File: src/design/ilid_pkg.sv
// ----------------------------------------------------------------------------
// ilid_pkg: shared types and codes for the indexed list engine
// Command and status codes, control state and the per-cell control group.
// ----------------------------------------------------------------------------
`default_nettype none

package ilid_pkg;

	// command codes; the unused code behaves as a read
	typedef enum logic [1:0] {
		OP_INSERT = 2'd0,
		OP_DELETE = 2'd1,
		OP_READ   = 2'd2,
		OP_RSVD   = 2'd3
	} op_t;

	// result status codes
	typedef enum logic [1:0] {
		ST_OK    = 2'd0,
		ST_EMPTY = 2'd1,
		ST_RANGE = 2'd2,
		ST_FULL  = 2'd3
	} status_t;

	// control sequencer states
	typedef enum logic [1:0] {
		S_IDLE = 2'd0,
		S_SCAN = 2'd1,
		S_DONE = 2'd2
	} state_t;

	// control group broadcast to every cell
	typedef struct packed {
		logic shift_up;    // insert: cells at or above the position move up
		logic shift_down;  // delete: cells at or above the position move down
		logic pick_keep;   // scan picks the entry held before the update
	} cell_ctrl_t;

endpackage

`default_nettype wire

File: src/design/ilid_cell.sv
// ----------------------------------------------------------------------------
// ilid_cell: one storage cell of the list row
// Holds one entry, shifts with its neighbors on insert and delete, and
// forwards running largest, smallest, picked and last values to the right.
// ----------------------------------------------------------------------------
`default_nettype none

module ilid_cell
	import ilid_pkg::*;
#(
	parameter int CAPACITY   = 16,
	parameter int WORD_WIDTH = 32,
	parameter int IDX        = 0
) (
	input  wire                             clk,
	input  cell_ctrl_t                      ctrl,
	input  wire  [$clog2(CAPACITY+1)-1:0]   upd_pos,
	input  wire  signed [WORD_WIDTH-1:0]    ins_value,
	input  wire  signed [WORD_WIDTH-1:0]    left_val,
	input  wire  signed [WORD_WIDTH-1:0]    right_val,
	input  wire  [$clog2(CAPACITY+1)-1:0]   scan_pos,
	input  wire  [$clog2(CAPACITY+1)-1:0]   scan_cnt,
	input  wire  signed [WORD_WIDTH-1:0]    max_in,
	input  wire  signed [WORD_WIDTH-1:0]    min_in,
	input  wire  signed [WORD_WIDTH-1:0]    pick_in,
	input  wire  signed [WORD_WIDTH-1:0]    last_in,
	output logic signed [WORD_WIDTH-1:0]    val,
	output logic signed [WORD_WIDTH-1:0]    max_o,
	output logic signed [WORD_WIDTH-1:0]    min_o,
	output logic signed [WORD_WIDTH-1:0]    pick_o,
	output logic signed [WORD_WIDTH-1:0]    last_o
);

	localparam int PW = $clog2(CAPACITY + 1);
	localparam logic [PW-1:0] MY_IDX = PW'(IDX);

	logic signed [WORD_WIDTH-1:0] val_q;
	logic signed [WORD_WIDTH-1:0] keep_q;
	logic signed [WORD_WIDTH-1:0] max_q, min_q, pick_q, last_q;
	logic signed [WORD_WIDTH-1:0] max_d, min_d, pick_d, last_d;
	logic                         occupied;

	// shift the entry on insert or delete; keep the old entry for delete reads
	always_ff @(posedge clk) begin
		if (ctrl.shift_down) begin
			keep_q <= val_q;
		end
		if (ctrl.shift_up) begin
			if (MY_IDX == upd_pos) begin
				val_q <= ins_value;
			end else if (MY_IDX > upd_pos) begin
				val_q <= left_val;
			end
		end else if (ctrl.shift_down) begin
			if (MY_IDX >= upd_pos) begin
				val_q <= right_val;
			end
		end
	end

	// fold this entry into the values travelling down the row
	always_comb begin
		occupied = MY_IDX < scan_cnt;
		max_d    = max_in;
		min_d    = min_in;
		pick_d   = pick_in;
		last_d   = last_in;
		if (occupied) begin
			if (IDX == 0) begin
				max_d = val_q;
				min_d = val_q;
			end else begin
				if (max_in < val_q) begin
					max_d = val_q;
				end
				if (val_q < min_in) begin
					min_d = val_q;
				end
			end
			if (MY_IDX == scan_cnt - PW'(1)) begin
				last_d = val_q;
			end
		end
		// a deleted last entry sits beyond the new count, so pick regardless
		if (MY_IDX == scan_pos) begin
			pick_d = ctrl.pick_keep ? keep_q : val_q;
		end
	end

	// advance the running values one cell per cycle
	always_ff @(posedge clk) begin
		max_q  <= max_d;
		min_q  <= min_d;
		pick_q <= pick_d;
		last_q <= last_d;
	end

	assign val    = val_q;
	assign max_o  = max_q;
	assign min_o  = min_q;
	assign pick_o = pick_q;
	assign last_o = last_q;

endmodule

`default_nettype wire

File: config.mk
export PLATFORM = sky130hd
export DESIGN_NAME = ilid_cell
export DESIGN_NICKNAME = d
export VERILOG_FILES = /design/src/design/ilid_pkg.sv /design/src/design/ilid_cell.sv
export SDC_FILE = /design/constraint.sdc
export NUM_CORES = 1
export LEC_CHECK = 0
export BUFFER_PORTS_ARGS = -buffer_cell sky130_fd_sc_hd__buf_4
export CORE_AREA = 2 2 156 158
export DETAILED_ROUTE_END_ITERATION = 6
export DIE_AREA = 0 0 158 160
export PLACE_DENSITY = 0.6
export SLEW_MARGIN = 20
export SYNTH_ARGS = -nofsm -noshare
export SYNTH_HDL_FRONTEND = slang
export SYNTH_SLANG_ARGS = --single-unit
File: constraint.sdc
create_clock -name clk -period 8.9 [get_ports clk]
set_input_delay 0.445 -clock clk [delete_from_list [all_inputs] [get_ports clk]]
set_output_delay 0.445 -clock clk [all_outputs]
set_load 0.02 [all_outputs]
# Word-level counts from Yosys, hierarchy flattened
# Index checks and enable logic that the tools add are counted.
# word_totals
inputBits	243
ff_bits	192
word_cells	28
# op_classes
addsub	1
reduce_logical	6
muxes	11
eq_ne	1
order_cmp	3
# ops
operator	n
$mux 32	11
$logic_not 5->1	3
$ge 1x5->1 const A	1
$gt 1x5->1 const A	1
$lt 1x5->1 const A	1
$sub 5x1->5 const B	1
$reduce_bool 2->1	2
$ne 3x1->1 const B	1
$reduce_and 3->1	1

# Logic depth before layout (Yosys ltp)
# depth
ltp_word	4
mapped_depth	5
ltp_nobuf	3

# Worst setup path after synthesis
# OpenSTA, ideal clock, no wires.
# synth_timing
path_kind	input to register
start	in upd_pos[4]
end	reg val_q[0] (netlist: val[0]) (enable)
setup_slack_ps	5108
stages	3
path_buffers	1
t_required_ps	8439
arrival_time_ps	3331
cell_sequence	or3_1 > clkbuf_1 > nor3_1
# synth_via
elab_chain_len	3
word_cells_on_any_way	6
classes_between	2 x order compare; 1 x eq/ne; 3 x reduce/logical
# synth_rtl
item	line	text
from (decl)	ilid_cell.sv:17	input wire [$clog2(CAPACITY+1)-1:0] upd_pos,
$gt 1x5->1, or another cell as far along	ilid_cell.sv:51	end else if (MY_IDX > upd_pos) begin
$ne 3x1->1 (no line) or $reduce_bool 2->1 (tied branches)	-	
$reduce_and 3->1 (no line) *	-	
to (signal assigned)	ilid_cell.sv:50	val_q <= ins_value;
to (signal assigned)	ilid_cell.sv:52	val_q <= left_val;
to (signal assigned)	ilid_cell.sv:56	val_q <= right_val;
to (decl)	ilid_cell.sv:37	logic signed [WORD_WIDTH-1:0] val_q;
# Mark *: on every way between the ends. The rest lies on a longest branch, timed or not.
# A chain may end at the register's enable or synchronous reset.

# Final worst setup path
# layout_timing
start	in scan_cnt[4]
end	reg min_q[25] (netlist: min_o[25])
# layout_via
elab_chain_len	2
# layout_rtl
item	line	text
from (decl)	ilid_cell.sv:22	input wire [$clog2(CAPACITY+1)-1:0] scan_cnt,
$lt 1x5->1	ilid_cell.sv:63	occupied = MY_IDX < scan_cnt;
$mux 32	ilid_cell.sv:68	if (occupied) begin
via min_d[25]	ilid_cell.sv:40	logic signed [WORD_WIDTH-1:0] max_d, min_d, pick_d, last_d;
to (signal assigned)	ilid_cell.sv:93	min_q <= min_d;
to (decl)	ilid_cell.sv:39	logic signed [WORD_WIDTH-1:0] max_q, min_q, pick_q, last_q;
# The timed path passes the listed nets, and every way through them passes these cells.

==> results.toml <==
[outcome]
outcome = "completed"

[synthesis]
netlist_area_um2 = 7356
synthTopCellsByArea = "dfxtp_1 35%, edfxtp_1 26%, mux2_2 20%, mux2_4 6.1%, a31oi_1 2.7%"
synth_fp_nets = 770
ys_seq_elements = 192
syn_area_per_cell_um2 = 13.96
synth.distinct_cells = 22
synth_warnings = 0
synth_cells = 527
netlist.area_leader.share_pct = 34.84
seq_area_frac_synth_pct = 60.96
synth_top_area_cell = "dfxtp_1"

[worst_setup_path]
cp.required_ns = 9.22
regToRegEndpoint = "pick_o[0]"
crit_type = "primary input to flop"
cp.arrival_ns = 2.37
crit_path_end = "min_o[25]"
endpoint_kind = "flop"
reg2reg_slack_ns = 7.60
critPathLaunchType = "primary input"
startpoint = "scan_cnt[4]"
reg2reg_depth = 2
r2r-start = "val[0]"
crit_fanout = 64

[floorplanning]
initial_utilization_pct = 30.88
die_x_um = 158
die_h_um = 160
io_pins = 403
dieArea_um2 = 25280
placementRows = 57
core_um2 = 23820

[cts]
htree_levels = 4
clk_latency_ns = 0.43
cts_root_buffer = "clkbuf_16"
clockBufferDepth = 2
cts.repair.resized = 0
cts_buffers = 17
clkSinkCount = 192
cts_setup_buffers = 0
path_clk_slew_ns = 0.08
cts_tree = "done"
ctsHoldBuffers = 0

[job]
maxCapViolations = 0

[grt]
grt_pass1_vias = 5940
grt-ovfl-total = 0
grt_antenna_before_repair = 1
busiest_layer = "met2"
grt_use_met3_pct = 5.373
grt_use_met2_pct = 32.00
grt_util_met1_pct = 22.80
grt_usage_pct = 18.80
grt_pass1_wl_mm = 35.17
grt_max_degree = 66

[timing]
fin_setup_tns_ns = 0
rsz0062_at_grt = "no"
period_needed_ns = 2.055
max_clock_freq_mhz = 486.6
fin_crit_sh_pct = 23.09
hold_viol = 0
worstMarginPinSlew_ns = 1.073
setup_viol = 0
finClkSkew_ns = 0.01874
drv_slew = 0
slew_headroom_pct = 28.18

[layout]
final_common_cell = "buf_4"
final_cell_mix = "407 x buf_4, 130 x mux2_2, 128 x dfxtp_1"
diodes = 0
nets = 1160
nFillCells = 2306
drive_above_1_share_pct = 65.16
syn2layout_area_growth_pct = 52.15
stdcell_count = 1254

[drt]
via_per_inst = 4.644
drt_iter0_drc = 210
drc = 0
wire_per_inst_um = 19.35
antenna_left = 0
num_vias = 5823
routed_wl_mm = 24.27
first_pass_iters = 4

[power]
power_leakage_uw = 0.004854
ir_worst_vdd_uv = 102.0
power_density_nw_per_um2 = 175.2

[hold_path]
hold_class = "primary input to flop"
hold_depth = 2

[place]
portBuffers = 402
place_congestion = 0.8008
dp_hpwl_mm = 17.39
dpl.cell_count = 1222
## worst min path at each step
stage / from / end / slack [ns]
floorplan: ctrl[1] / keep_q[0] / 0.56
global placement: val[24] / keep_q[24] / 0.58
detailed placement: val[24] / keep_q[24] / 0.58
CTS: last_in[26] / last_o[26] / 0.21
global route: min_in[27] / min_o[27] / 0.21
finish: pick_in[0] / pick_o[0] / 0.23
## logic make-up (layout without fill, tap and decap cells)
kind of cell	after synthesis	in the layout	share of synthesized area (%)
flip-flops	192	192	60.96
multiplexers	160	160	26.02
AND/OR/NAND/NOR	75	75	4.865
AO/OA/AOI/OAI	64	64	4.899
buffers and inverters	36	439	3.249
## through the flow
stage	setup WS, ns	hold WS (ns)	total power, uW	area [um^2]	util, %
4_1_cts	6.863	0.2066	1989	11190	46.99
2_1_floorplan	5.108	0.5575	1072	7356	-
6_report	6.845	0.2309	1961	11190	46.99
5_1_grt	6.731	0.2060	2038	11190	46.99
3_3_place_gp	6.416	0.5753	1215	10600	44.50
3_5_place_dp	6.395	0.5756	1218	10600	44.50
## synth_stat cells
library cell / n
mux2_2: 130
dfxtp_1: 128
edfxtp_1: 64
nor2_1: 34
a31oi_1: 32
nand3_1: 32
o21ai_0: 31
mux2_4: 30
clkbuf_1: 21
buf_6: 6
buf_2: 5
buf_12: 3
nor3_1: 2
buf_4: 1
nand2_1: 1
nor2_8: 1
nor2b_1: 1
nor4_1: 1
o21ai_1: 1
or2_2: 1
or3_1: 1
or4_4: 1
## sequential cells by signal (all words and copies together), names as in the netlist
| signal | cells |
|---|---|
| pick_o | 32 |
| keep_q | 32 |
| last_o | 32 |
| min_o | 32 |
| val | 32 |
| max_o | 32 |
## final cells by class
class                      instances  area [um^2]  area share [%]
clock buffer                      19        454.2           4.058
timing repair buffer             407         3055           27.30
multi-input combinational        299         2655           23.72
sequential                       192         4484           40.07
tap                              324        405.4           3.622
clock inverter                    13        137.6           1.230
## critical path, stage by stage
cell	delay [ns]
buf_4	0.10
nor4_1	0.40
nor2b_4	0.21
buf_4	0.73
mux2_2	0.42
## where the power goes
part	switching, uW	total (uW)	internal [uW]
clock network	373	765	393
logic	103	244	141
registers	13.7	952	938
total	490	1960	1470
## metal layers
metal,vias to the layer above,wire length (um)
met5,-,0
met4,0,404
met3,21,1972
met2,276,12120
met1,2808,9772
li1,2718,-
Note: power is estimated with default switching activity, not from simulation.
